`config.mk`:
```
export PLATFORM = sky130hd
export DESIGN_NAME = disk_sector_crc_scrambler
export DESIGN_NICKNAME = d
export VERILOG_FILES = /design/src/rtl/dscs_pkg.sv /design/src/rtl/disk_sector_crc_scrambler.sv /design/src/rtl/dscs_front.sv /design/src/rtl/dscs_queue.sv /design/src/rtl/dscs_back.sv
export SDC_FILE = /design/constraint.sdc
export NUM_CORES = 1
export LEC_CHECK = 0
export BUFFER_PORTS_ARGS = -buffer_cell sky130_fd_sc_hd__buf_2
export CORE_ASPECT_RATIO = 0.9
export CORE_MARGIN = 2
export CORE_UTILIZATION = 40
export DETAILED_ROUTE_END_ITERATION = 8
export PLACE_DENSITY = 0.65
export SYNTH_ARGS = -nofsm -noshare
export SYNTH_HDL_FRONTEND = slang
export SYNTH_SLANG_ARGS = --single-unit
```
`constraint.sdc`:
```
create_clock -name clock -period 4.3 [get_ports clock]
set_clock_uncertainty 0.2 [all_clocks]
set_input_delay 0.86 -clock clock [delete_from_list [all_inputs] [get_ports clock]]
set_output_delay 0.86 -clock clock [all_outputs]
set_load 0.02 [all_outputs]
```
`src/rtl/dscs_pkg.sv`:
```
// shared types, constants and crc helpers for the sector crc scrambler
package dscs_pkg;

   // sector geometry
   localparam int unsigned MAX_SECTOR_BYTES = 256;
   localparam int unsigned SD_SECTOR_BYTES  = 128;
   localparam int unsigned HDR_BYTES        = 4;
   localparam int unsigned POS_W            = 9;

   localparam logic [POS_W-1:0] HDR_END     = POS_W'(HDR_BYTES);
   localparam logic [POS_W-1:0] DATA_END_SD = POS_W'(HDR_BYTES + SD_SECTOR_BYTES);
   localparam logic [POS_W-1:0] DATA_END_DD = POS_W'(HDR_BYTES + MAX_SECTOR_BYTES);

   localparam logic [7:0]  SCRAMBLE = 8'hB3;
   localparam logic [15:0] CRC_INIT = 16'hFFFF;

   // command queue between front and back
   localparam int unsigned QDEPTH = 4;
   localparam int unsigned QPTR_W = $clog2(QDEPTH);
   localparam int unsigned QCNT_W = $clog2(QDEPTH + 1);

   // csr register indexes
   localparam logic REG_DIRECTION = 1'b0;
   localparam logic REG_DENSITY   = 1'b1;

   typedef enum logic [1:0] {
      KIND_HDR    = 2'd0,
      KIND_DATA   = 2'd1,
      KIND_CRC    = 2'd2,
      KIND_STATUS = 2'd3
   } kind_type;

   // reflected poly 0x8408, one entry per nibble
   localparam logic [15:0] NIB_TABLE [16] = '{
      16'h0000, 16'h1081, 16'h2102, 16'h3183, 16'h4204, 16'h5285, 16'h6306, 16'h7387,
      16'h8408, 16'h9489, 16'ha50a, 16'hb58b, 16'hc60c, 16'hd68d, 16'he70e, 16'hf78f
   };

   // one command for the back end
   typedef struct packed {
      logic [7:0]  data;
      kind_type    kind;
      logic        ok;
      logic        last;
      logic        tail;   // append crc high and low bytes
      logic [15:0] crc;
   } cmd_type;

   // one result
   typedef struct packed {
      logic [7:0] data;
      kind_type   kind;
      logic       ok;
      logic       last;
   } rsp_type;

   // queue status toward front and back
   typedef struct packed {
      logic full;
      logic empty;
   } q_status_type;

   // crc over one byte, low nibble first
   function automatic logic [15:0] crc_byte(logic [15:0] crc, logic [7:0] b);
      logic [15:0] c;
      c = {4'h0, crc[15:4]} ^ NIB_TABLE[crc[3:0] ^ b[3:0]];
      c = {4'h0, c[15:4]} ^ NIB_TABLE[c[3:0] ^ b[7:4]];
      return c;
   endfunction

endpackage

```
`src/rtl/disk_sector_crc_scrambler.sv`:
```
// top level: csr port, front end, command queue and back end
// each byte's command is queued, then its result is registered in the back end
// throughput: one byte per cycle unless req_full; the last encode data byte yields
//   three results, drained one per cycle while popped, as the front takes bytes
// req_full rises when the four-entry command queue fills
// reset: synchronous, clears queue, crc to 0xffff, position, direction 0, density 1
module disk_sector_crc_scrambler (
   input  logic        clock,
   input  logic        reset,
   input  logic        req_push,
   output logic        req_full,
   input  logic [7:0]  req_byte_in,
   input  logic        req_first,
   output logic        rsp_empty,
   input  logic        rsp_pop,
   output logic [7:0]  rsp_byte_out,
   output logic [1:0]  rsp_kind,
   output logic        rsp_crc_ok,
   output logic        rsp_last,
   input  logic        csr_psel,
   input  logic        csr_penable,
   input  logic        csr_pwrite,
   input  logic [2:0]  csr_paddr,
   input  logic [31:0] csr_pwdata,
   output logic [31:0] csr_prdata,
   output logic        csr_pready
);
   import dscs_pkg::*;

   logic         direction_ff, density_ff;
   logic         csr_wr, accept, cmd_push, q_pop, rsp_valid;
   cmd_type      cmd, head_cmd;
   q_status_type q_status;
   rsp_type      rsp;

   // configuration registers
   assign csr_pready = 1'b1;
   assign csr_wr     = csr_psel && csr_penable && csr_pwrite && csr_pready;

   always_ff @(posedge clock) begin
      if (reset) begin
         direction_ff <= 1'b0;
         density_ff   <= 1'b1;
      end else if (csr_wr) begin
         case (csr_paddr[2])
            REG_DIRECTION: direction_ff <= csr_pwdata[0];
            default:       density_ff   <= csr_pwdata[0];
         endcase
      end
   end

   always_comb begin
      case (csr_paddr[2])
         REG_DIRECTION: csr_prdata = {31'd0, direction_ff};
         default:       csr_prdata = {31'd0, density_ff};
      endcase
   end

   // input transaction
   assign req_full = q_status.full;
   assign accept   = req_push && !req_full;

   dscs_front u_front (
      .clock     (clock),
      .reset     (reset),
      .accept    (accept),
      .byte_in   (req_byte_in),
      .first     (req_first),
      .direction (direction_ff),
      .density   (density_ff),
      .cmd_push  (cmd_push),
      .cmd       (cmd)
   );

   dscs_queue u_queue (
      .clock    (clock),
      .reset    (reset),
      .push     (cmd_push),
      .push_cmd (cmd),
      .pop      (q_pop),
      .head_cmd (head_cmd),
      .status   (q_status)
   );

   dscs_back u_back (
      .clock     (clock),
      .reset     (reset),
      .head_cmd  (head_cmd),
      .q_status  (q_status),
      .q_pop     (q_pop),
      .rsp_pop   (rsp_pop),
      .rsp_valid (rsp_valid),
      .rsp       (rsp)
   );

   // result transaction
   assign rsp_empty    = !rsp_valid;
   assign rsp_byte_out = rsp.data;
   assign rsp_kind     = rsp.kind;
   assign rsp_crc_ok   = rsp.ok;
   assign rsp_last     = rsp.last;

endmodule

```
`src/rtl/dscs_front.sv`:
```
// front end: classifies each byte, runs the crc, issues commands
module dscs_front (
   input  logic                  clock,
   input  logic                  reset,
   input  logic                  accept,
   input  logic [7:0]            byte_in,
   input  logic                  first,
   input  logic                  direction,
   input  logic                  density,
   output logic                  cmd_push,
   output dscs_pkg::cmd_type     cmd
);
   import dscs_pkg::*;

   logic [15:0]      crc_ff, crc_in;
   logic [POS_W-1:0] pos_ff, pos_in;
   logic [7:0]       stored_hi_ff, stored_hi_in;

   logic [15:0]      crc_base, crc_new;
   logic [POS_W-1:0] pos, pos_inc, data_end;
   logic [7:0]       plain;
   logic             issue;

   // restart and sector size
   always_comb begin
      pos      = first ? '0 : pos_ff;
      crc_base = first ? CRC_INIT : crc_ff;
      pos_inc  = pos + POS_W'(1);
      data_end = density ? DATA_END_DD : DATA_END_SD;
      plain    = byte_in ^ SCRAMBLE;
   end

   // classify the byte and build the command
   always_comb begin
      crc_in       = crc_ff;
      pos_in       = pos_ff;
      stored_hi_in = stored_hi_ff;
      issue        = 1'b0;
      crc_new      = crc_byte(crc_base, (pos >= HDR_END && direction) ? plain : byte_in);
      cmd          = '{data: byte_in, kind: KIND_HDR, ok: 1'b0, last: 1'b0,
                       tail: 1'b0, crc: crc_new};
      if (pos < HDR_END) begin
         crc_in = crc_new;
         pos_in = pos_inc;
         issue  = 1'b1;
      end else if (pos < data_end) begin
         crc_in    = crc_new;
         pos_in    = pos_inc;
         issue     = 1'b1;
         cmd.kind  = KIND_DATA;
         cmd.data  = direction ? plain : byte_in ^ SCRAMBLE;
         cmd.tail  = !direction && (pos_inc == data_end);
      end else if (direction) begin
         crc_in = crc_base;
         if (pos == data_end) begin
            stored_hi_in = byte_in;
            pos_in       = pos_inc;
         end else if (pos == data_end + POS_W'(1)) begin
            pos_in   = pos_inc;
            issue    = 1'b1;
            cmd.data = '0;
            cmd.kind = KIND_STATUS;
            cmd.ok   = ({stored_hi_ff, byte_in} == crc_base);
            cmd.last = 1'b1;
         end else begin
            pos_in = pos;
         end
      end else begin
         crc_in = crc_base;
         pos_in = pos;
      end
   end

   assign cmd_push = accept && issue;

   // sector state
   always_ff @(posedge clock) begin
      if (reset) begin
         crc_ff       <= CRC_INIT;
         pos_ff       <= '0;
         stored_hi_ff <= '0;
      end else if (accept) begin
         crc_ff       <= crc_in;
         pos_ff       <= pos_in;
         stored_hi_ff <= stored_hi_in;
      end
   end

endmodule

```
`src/rtl/dscs_queue.sv`:
```
// short command queue between front and back
module dscs_queue (
   input  logic                   clock,
   input  logic                   reset,
   input  logic                   push,
   input  dscs_pkg::cmd_type      push_cmd,
   input  logic                   pop,
   output dscs_pkg::cmd_type      head_cmd,
   output dscs_pkg::q_status_type status
);
   import dscs_pkg::*;

   cmd_type           entry_ff [QDEPTH];
   logic [QPTR_W-1:0] wr_ff, wr_in, rd_ff, rd_in;
   logic [QCNT_W-1:0] cnt_ff, cnt_in;
   logic              do_push, do_pop;

   assign status.full  = (cnt_ff == QCNT_W'(QDEPTH));
   assign status.empty = (cnt_ff == '0);
   assign do_push      = push && !status.full;
   assign do_pop       = pop && !status.empty;
   assign head_cmd     = entry_ff[rd_ff];

   // pointers and fill count
   always_comb begin
      wr_in  = do_push ? wr_ff + QPTR_W'(1) : wr_ff;
      rd_in  = do_pop ? rd_ff + QPTR_W'(1) : rd_ff;
      cnt_in = cnt_ff;
      if (do_push && !do_pop) begin
         cnt_in = cnt_ff + QCNT_W'(1);
      end else if (do_pop && !do_push) begin
         cnt_in = cnt_ff - QCNT_W'(1);
      end
   end

   always_ff @(posedge clock) begin
      if (reset) begin
         wr_ff  <= '0;
         rd_ff  <= '0;
         cnt_ff <= '0;
      end else begin
         wr_ff  <= wr_in;
         rd_ff  <= rd_in;
         cnt_ff <= cnt_in;
      end
   end

   // storage
   always_ff @(posedge clock) begin
      if (do_push) begin
         entry_ff[wr_ff] <= push_cmd;
      end
   end

endmodule

```
`src/rtl/dscs_back.sv`:
```
// back end: expands commands into results and holds the output register
module dscs_back (
   input  logic                   clock,
   input  logic                   reset,
   input  dscs_pkg::cmd_type      head_cmd,
   input  dscs_pkg::q_status_type q_status,
   output logic                   q_pop,
   input  logic                   rsp_pop,
   output logic                   rsp_valid,
   output dscs_pkg::rsp_type      rsp
);
   import dscs_pkg::*;

   logic [1:0] phase_ff, phase_in;
   logic       valid_ff, valid_in;
   rsp_type    rsp_ff, rsp_in;
   logic       out_free, load, final_phase;

   assign out_free    = !valid_ff || rsp_pop;
   assign load        = !q_status.empty && out_free;
   assign final_phase = !head_cmd.tail || (phase_ff == 2'd2);
   assign q_pop       = load && final_phase;

   // result select by phase
   always_comb begin
      case (phase_ff)
         2'd1:    rsp_in = '{data: head_cmd.crc[15:8], kind: KIND_CRC, ok: 1'b0, last: 1'b0};
         2'd2:    rsp_in = '{data: head_cmd.crc[7:0], kind: KIND_CRC, ok: 1'b0, last: 1'b1};
         default: rsp_in = '{data: head_cmd.data, kind: head_cmd.kind, ok: head_cmd.ok,
                             last: head_cmd.last};
      endcase
      phase_in = phase_ff;
      if (load) begin
         phase_in = final_phase ? 2'd0 : phase_ff + 2'd1;
      end
      valid_in = load ? 1'b1 : (rsp_pop ? 1'b0 : valid_ff);
   end

   always_ff @(posedge clock) begin
      if (reset) begin
         phase_ff <= '0;
         valid_ff <= 1'b0;
      end else begin
         phase_ff <= phase_in;
         valid_ff <= valid_in;
      end
   end

   // output payload
   always_ff @(posedge clock) begin
      if (load) begin
         rsp_ff <= rsp_in;
      end
   end

   assign rsp_valid = valid_ff;
   assign rsp       = rsp_ff;

endmodule

```
Word level (Yosys, flattened, before mapping)
Memory sizes are Yosys's and may differ from the RTL's. A register that Yosys moved wholly into a read port is not among the register bits.
Index checks and enable logic that the tools add are counted.
Operators by class
  bitwise gates (word level): 10
  eq/ne operators: 7
  reductions and logical operators: 27
  muxes and demuxes: 38
  $add $sub $neg: 7
  magnitude comparators: 5
Operators with widths (count)
  two-way mux 16 bit: 7
  two-way mux 9 bit: 7
  two-way mux 12 bit: 3
  XOR 12 x 16 -> 16 bit: 2
  equality test 9 bit: 3
  one-hot mux 12 bit (2 select lines): 1
  adder 9 x 1 -> 9 bit, second input constant: 2
  equality test 16 bit: 1
  two-way mux 13 bit: 1
  logical AND 1 bit: 12
  two-way mux 1 bit: 11
  >= comparator 5 bit, second input constant: 2
  two-way mux 10 bit: 1
  NOT 4 -> 5 bit: 2
  >= comparator 9 x 3 -> 1 bit, second input constant: 1
  < comparator 9 x 3 -> 1 bit, second input constant: 1
  < comparator 9 bit: 1
  two-way mux 2 bit: 4
  two-way mux 8 bit: 1
  XOR 4 bit: 2
  zero test 1 bit: 7
  adder 2 x 1 -> 2 bit, second input constant: 3
  two-way mux 3 bit: 2
  NOT 5 bit: 1
  11 further kinds: 16
Storage, ports and cells
  register bits: 57
  input port bits: 51
  memory bits (writable): 116
  memories: 3
  bits in read-only memories: 512
  logic and storage cells: 111
  output and inout port bits: 47
Memory list
  (name not given): words 16, width 16, rd ports 1, clocked after Yosys merged registers in 0, wr ports 0, RTL line dscs_pkg.sv:67  | c = {4'h0, c[15:4]} ^ NIB_TABLE[c[3:0] ^ b[7:4]];
  (name not given): words 16, width 16, rd ports 1, clocked after Yosys merged registers in 0, wr ports 0, RTL line dscs_pkg.sv:66  | c = {4'h0, crc[15:4]} ^ NIB_TABLE[crc[3:0] ^ b[3:0]];
  u_queue.entry_ff: words 4, width 29, rd ports 1, clocked after Yosys merged registers in 1, wr ports 1, RTL line dscs_queue.sv:13  | cmd_type entry_ff [QDEPTH];

Depth between registers and ports, before layout
  depth after elaboration: 18
  mapped depth: 16
  gate-level depth less buffers: 13

By module
From an unflattened synthesis, not the netlist that was laid out.
Second synthesis, totals
  cell total of the unflattened synthesis: 640
  area, all modules: 8398.1 sq um
Modules (own cells, without submodules)
  dscs_queue: area each 4660.7 sq um, times used 1, cells an instance 199, seq. area each 3663.5 sq um
  dscs_front: area each 2647.5 sq um, times used 1, cells an instance 330, seq. area each 660.6 sq um
  dscs_back: area each 725.7 sq um, times used 1, cells an instance 64, seq. area each 420.4 sq um
  disk_sector_crc_scrambler: area each 364.1 sq um, times used 1, cells an instance 47, seq. area each 40.0 sq um

Worst setup path after synthesis
No wires, ideal clock.
  path kind: input port to flip-flop
  start: input req_first
  end: register u_queue.cnt_ff[2]
  path slack: -0.265 ns
  arrival time: 4.294 ns
  cell stages on the path: 16
  path through: buf_2 > buf_2 > buf_1 > buf_1 > nor2b_1 > ha_1 > nand3b_1 > nor4_4 > a21oi_2 > a21oi_4 > ha_1 > inv_1 > fa_1 > xor2_1 > or3_1 > a21oi_1
Between the ends
  word-level cells in the longest chain between the ends: 12
  elaborated cells on any way between the ends: 17
Ends and longest elaborated chain
  start, declared: RTL line disk_sector_crc_scrambler.sv:13  | input logic req_first,
  two-way mux 9 bit *: RTL line dscs_front.sv:26  | pos = first ? '0 : pos_ff;
  equality test 9 bit: RTL line dscs_front.sv:58  | end else if (pos == data_end + POS_W'(1)) begin
  two-way mux 1 bit: RTL line dscs_front.sv:58
  two-way mux 1 bit: RTL line dscs_front.sv:55  | if (pos == data_end) begin
  two-way mux 1 bit: RTL line dscs_front.sv:53  | end else if (direction) begin
  two-way mux 1 bit: RTL line dscs_front.sv:46  | end else if (pos < data_end) begin
  two-way mux 1 bit *: RTL line dscs_front.sv:42  | if (pos < HDR_END) begin
  logical AND 1 bit *: RTL line dscs_front.sv:74  | assign cmd_push = accept && issue;
  logical AND 1 bit *: RTL line dscs_queue.sv:20  | assign do_push = push && !status.full;
  net u_queue.do_push: RTL line dscs_queue.sv:16  | logic do_push, do_pop;
  zero test 1 bit: RTL line dscs_queue.sv:31  | end else if (do_pop && !do_push) begin
  logical AND 1 bit: RTL line dscs_queue.sv:31
  nonzero test 2 bit (no source line)
  end signal, assigned: RTL line dscs_queue.sv:44  | cnt_ff <= cnt_in;
  end, declared: RTL line dscs_queue.sv:15  | logic [QCNT_W-1:0] cnt_ff, cnt_in;
Mark *: on every way through the listed nets, which the timed path passes. The rest lies on a longest branch.
A chain may end at the register's enable or synchronous reset.

Final worst setup path
Same ends and word-level chain as after synthesis.

==> metrics <==
cell repeated most along the worst path=sky130_fd_sc_hd__ha_1; quantity of hold-fixing buffers added after cts=0; Sinks on Clock Net=171; net switching power=1.63 mW; port buffer count=32; first-pass GRT wire length=27400 um; Layout Cell Area excl Fill=9190 um^2; most common cell in the synthesized netlist=sky130_fd_sc_hd__edfxtp_1; post-place instance area=8580 um^2; total routing usage reported by global routing=16.4%; final-layout fill cell count=1765; result of the run=finished clean; initial DRC count=514; Post-CTS Setup Inserts=0; count of flip-flops with a built-in enable after synthesis=124; Post-Route WL=17300 um; pin count of the biggest net entering global routing=42; post-synth cell types=69; cell types occupying the most area after synthesis=sky130_fd_sc_hd__edfxtp_1 45%, sky130_fd_sc_hd__dfxtp_1 11%, sky130_fd_sc_hd__mux4_2 7.6%; critical path peak fanout=5; CP cell instances=buf_2 -> clkinv_1 -> nand2_1 -> ha_1 -> or4b_2 -> nor4_4 -> a21oi_2 -> a21oi_4 -> ha_1 -> inv_1 -> fa_1 -> xor2_1 -> or3_1 -> a21oi_1; Seq/Total Area, Yosys=56.5%; Post-Synthesis Cell Area=8250 um^2; Critical Path Max Stage Delay=0.66 ns; number of buffer and inverter stages on the critical path=3; type of destination of the critical path=flip-flop; worst skew pair latency=0.43 ns; Clock Pin Slew Worst Setup and Hold Paths=0.07 ns; Chip Width=155 um; I/O pin total=98; cell type group with the largest total delay on the critical path=simple AND/OR/NAND/NOR gates; core area=20100 um^2; worst slew margin relative to its limit=46.6%; ratio of routed vias to standard cells=5.58; max-cap viol count=0; overall power after layout=5.24 mW; actual slew at the worst max-slew pin=0.800 ns; Bufs on Longest Clock Path=2; YS warnings=0; Final Max Tran Viols=0; fraction of power spent switching nets=31.0%; HPWL after DPL=11200 um; required time at the endpoint of the critical path=4.46 ns; worst vdd ir=302 uV; leading cell types by count after synthesis=124 x sky130_fd_sc_hd__edfxtp_1, 47 x sky130_fd_sc_hd__dfxtp_1, 47 x sky130_fd_sc_hd__nor2_1; vias after detailed routing=5271; Clk network pwr share=29.9%; GPL Wtd Cong=0.816; proportion of synthesized flip-flops having asynchronous set or reset=0%; Int Pwr=3.62 mW; # H-tree levels=4; # setup viols final=0; Hold Worst Slack=0.270 ns; shortest period the worst path allows=3.79 ns; full die area=21800 um^2; Pwr Density=571 nW/um^2; Initial Util=41.0%; leak pwr=3.21 nW; # rows=49; Slowest cell on crit path=sky130_fd_sc_hd__or4b_2; number of buffers inserted during clock tree synthesis=17; total iterations of the first detailed-routing run=5; post-synthesis average cell area=12.6 um^2; grt total ovfl=0; total negative setup slack=0 ns; worst-case setup margin in the final layout=0.513 ns; ratio of cells with drive above 1 in the final layout=17.3%; via count of the first global-routing pass=5136; CTS tree=done; final clock period utilization by the worst path=88.1%; initial antenna violation count=1; proportion of power drawn by combinational gates=26.8%; Yosys top cell area share=45.1%; CTS root buf=sky130_fd_sc_hd__clkbuf_16; floorplan die height=140 um; worst hold path type=reg2reg; area overhead of the layout relative to synthesis=11.3%; dominant register cell in the synthesized netlist=sky130_fd_sc_hd__edfxtp_1; maximum operating frequency=264 MHz; Resize count post-CTS=0; DRC violation count after routing=0; DRT antenna net count=0; sequential group share of total power=43.3%; routed wire length per instance=18.4 um; dpl ws=0.0745 ns; number of nets in the final layout=739; Gate Count Post-Synth=656; final hold violation count=0; category of the most critical setup path=in2reg; number of synthesized register bits=171; largest area contributor in the netlist=sky130_fd_sc_hd__edfxtp_1; RSZ-0062 raised after global routing=no; arrival time worst endpoint=3.94 ns; Critical Path Source Type=input port
-- through the flow --
step | std cells | util, %
global route | 944 | 45.7
finish | 944 | 45.7
detailed placement | 912 | 42.7
floorplan | 686 | -
global placement | 912 | 42.7
CTS | 943 | 45.7
-- power groups by stage --
| stage | combinational, mW | sequential, mW | clock, mW |
|---|---|---|---|
| after floorplan | 0.995 | 2.35 | 0 |
| after global placement | 1.38 | 2.29 | 0 |
| after detailed placement | 1.42 | 2.31 | 0 |
| after CTS | 1.42 | 2.27 | 1.58 |
| after global routing | 1.54 | 2.30 | 1.65 |
| final | 1.41 | 2.27 | 1.57 |
-- per-layer routing --
layer | share of wire [%] | vias to the layer above | wire (um) | track usage [%]
li1 | - | 2445 | - | -
met4 | 1.5 | 0 | 254 | 4.88
met3 | 5.1 | 22 | 890 | 4.18
met1 | 44 | 2643 | 7650 | 21.4
met5 | 0 | - | 0 | 0
met2 | 49 | 161 | 8530 | 27.0
-- sequential cells by signal, indices dropped and copies added (netlist names), named ones only --
| signal | cells |
|---|---|
| u_queue.cnt_ff | 3 |
| u_back.phase_ff | 2 |
| u_back.rsp | 12 |
| u_front.pos_ff | 9 |
| u_queue.rd_ff | 2 |
| u_front.stored_hi_ff | 8 |
| u_queue.entry_ff | 112 |
| u_back.rsp_valid | 1 |
| u_front.crc_ff | 16 |
| u_queue.wr_ff | 2 |
| density_ff | 1 |
| direction_ff | 1 |
-- cell type report --
class | instances | area [um^2] | share of cell area, %
multi-input cells | 420 | 3200 | 34.8
diodes | 1 | 2.50 | 0.0272
repair buffers | 48 | 330 | 3.60
inverters | 18 | 67.6 | 0.736
clock inverters | 14 | 176 | 1.92
flip-flops and latches | 171 | 4670 | 50.8
clock buffers | 17 | 425 | 4.63
well taps | 255 | 319 | 3.47
-- worst min-delay path, stage by stage (launching register included) --
cell	delay, ns
sky130_fd_sc_hd__dfxtp_1	0.32
sky130_fd_sc_hd__nand2_1	0.06
sky130_fd_sc_hd__a21oi_1	0.05
-- cell families after synthesis --
family	synth area share, %
AND/OR/NAND/NOR	11.1
flip-flops	56.5
AO/OA/AOI/OAI	9.23
buffers and inverters	6.09
multiplexers	10.0
XOR/XNOR	4.97
adder cells (fa/ha/maj)	1.91
other	0.0910
-- worst paths after layout --
check	start	end	slack (ns)	depth (start not counted)
hold / removal	u_back.rsp_valid$_SDFFE_PP0P_	u_back.rsp_valid$_SDFFE_PP0P_	0.27	2
setup / recovery	req_first	u_queue.cnt_ff[2]$_SDFFE_PP0P_	0.51	14
hold reg to reg	u_back.rsp_valid$_SDFFE_PP0P_	u_back.rsp_valid$_SDFFE_PP0P_	0.27	2
setup reg to reg	u_front.pos_ff[1]$_SDFFE_PP0P_	u_queue.cnt_ff[2]$_SDFFE_PP0P_	0.72	12
-- layout by cell type, fill, tap and decap left out, types with 18 or more instances in the layout --
cell | Yosys | final
sky130_fd_sc_hd__a21oi_1 | 18 | 18
sky130_fd_sc_hd__buf_2 | 11 | 32
sky130_fd_sc_hd__conb_1 | 2 | 32
sky130_fd_sc_hd__dfxtp_1 | 47 | 46
sky130_fd_sc_hd__edfxtp_1 | 124 | 124
sky130_fd_sc_hd__mux4_2 | 28 | 28
sky130_fd_sc_hd__nand2_1 | 34 | 34
sky130_fd_sc_hd__nand3_1 | 26 | 26
sky130_fd_sc_hd__nor2_1 | 47 | 47
sky130_fd_sc_hd__o21ai_0 | 32 | 32
sky130_fd_sc_hd__xnor2_1 | 25 | 25
No activity file was read; power rests on OpenSTA's default activity.
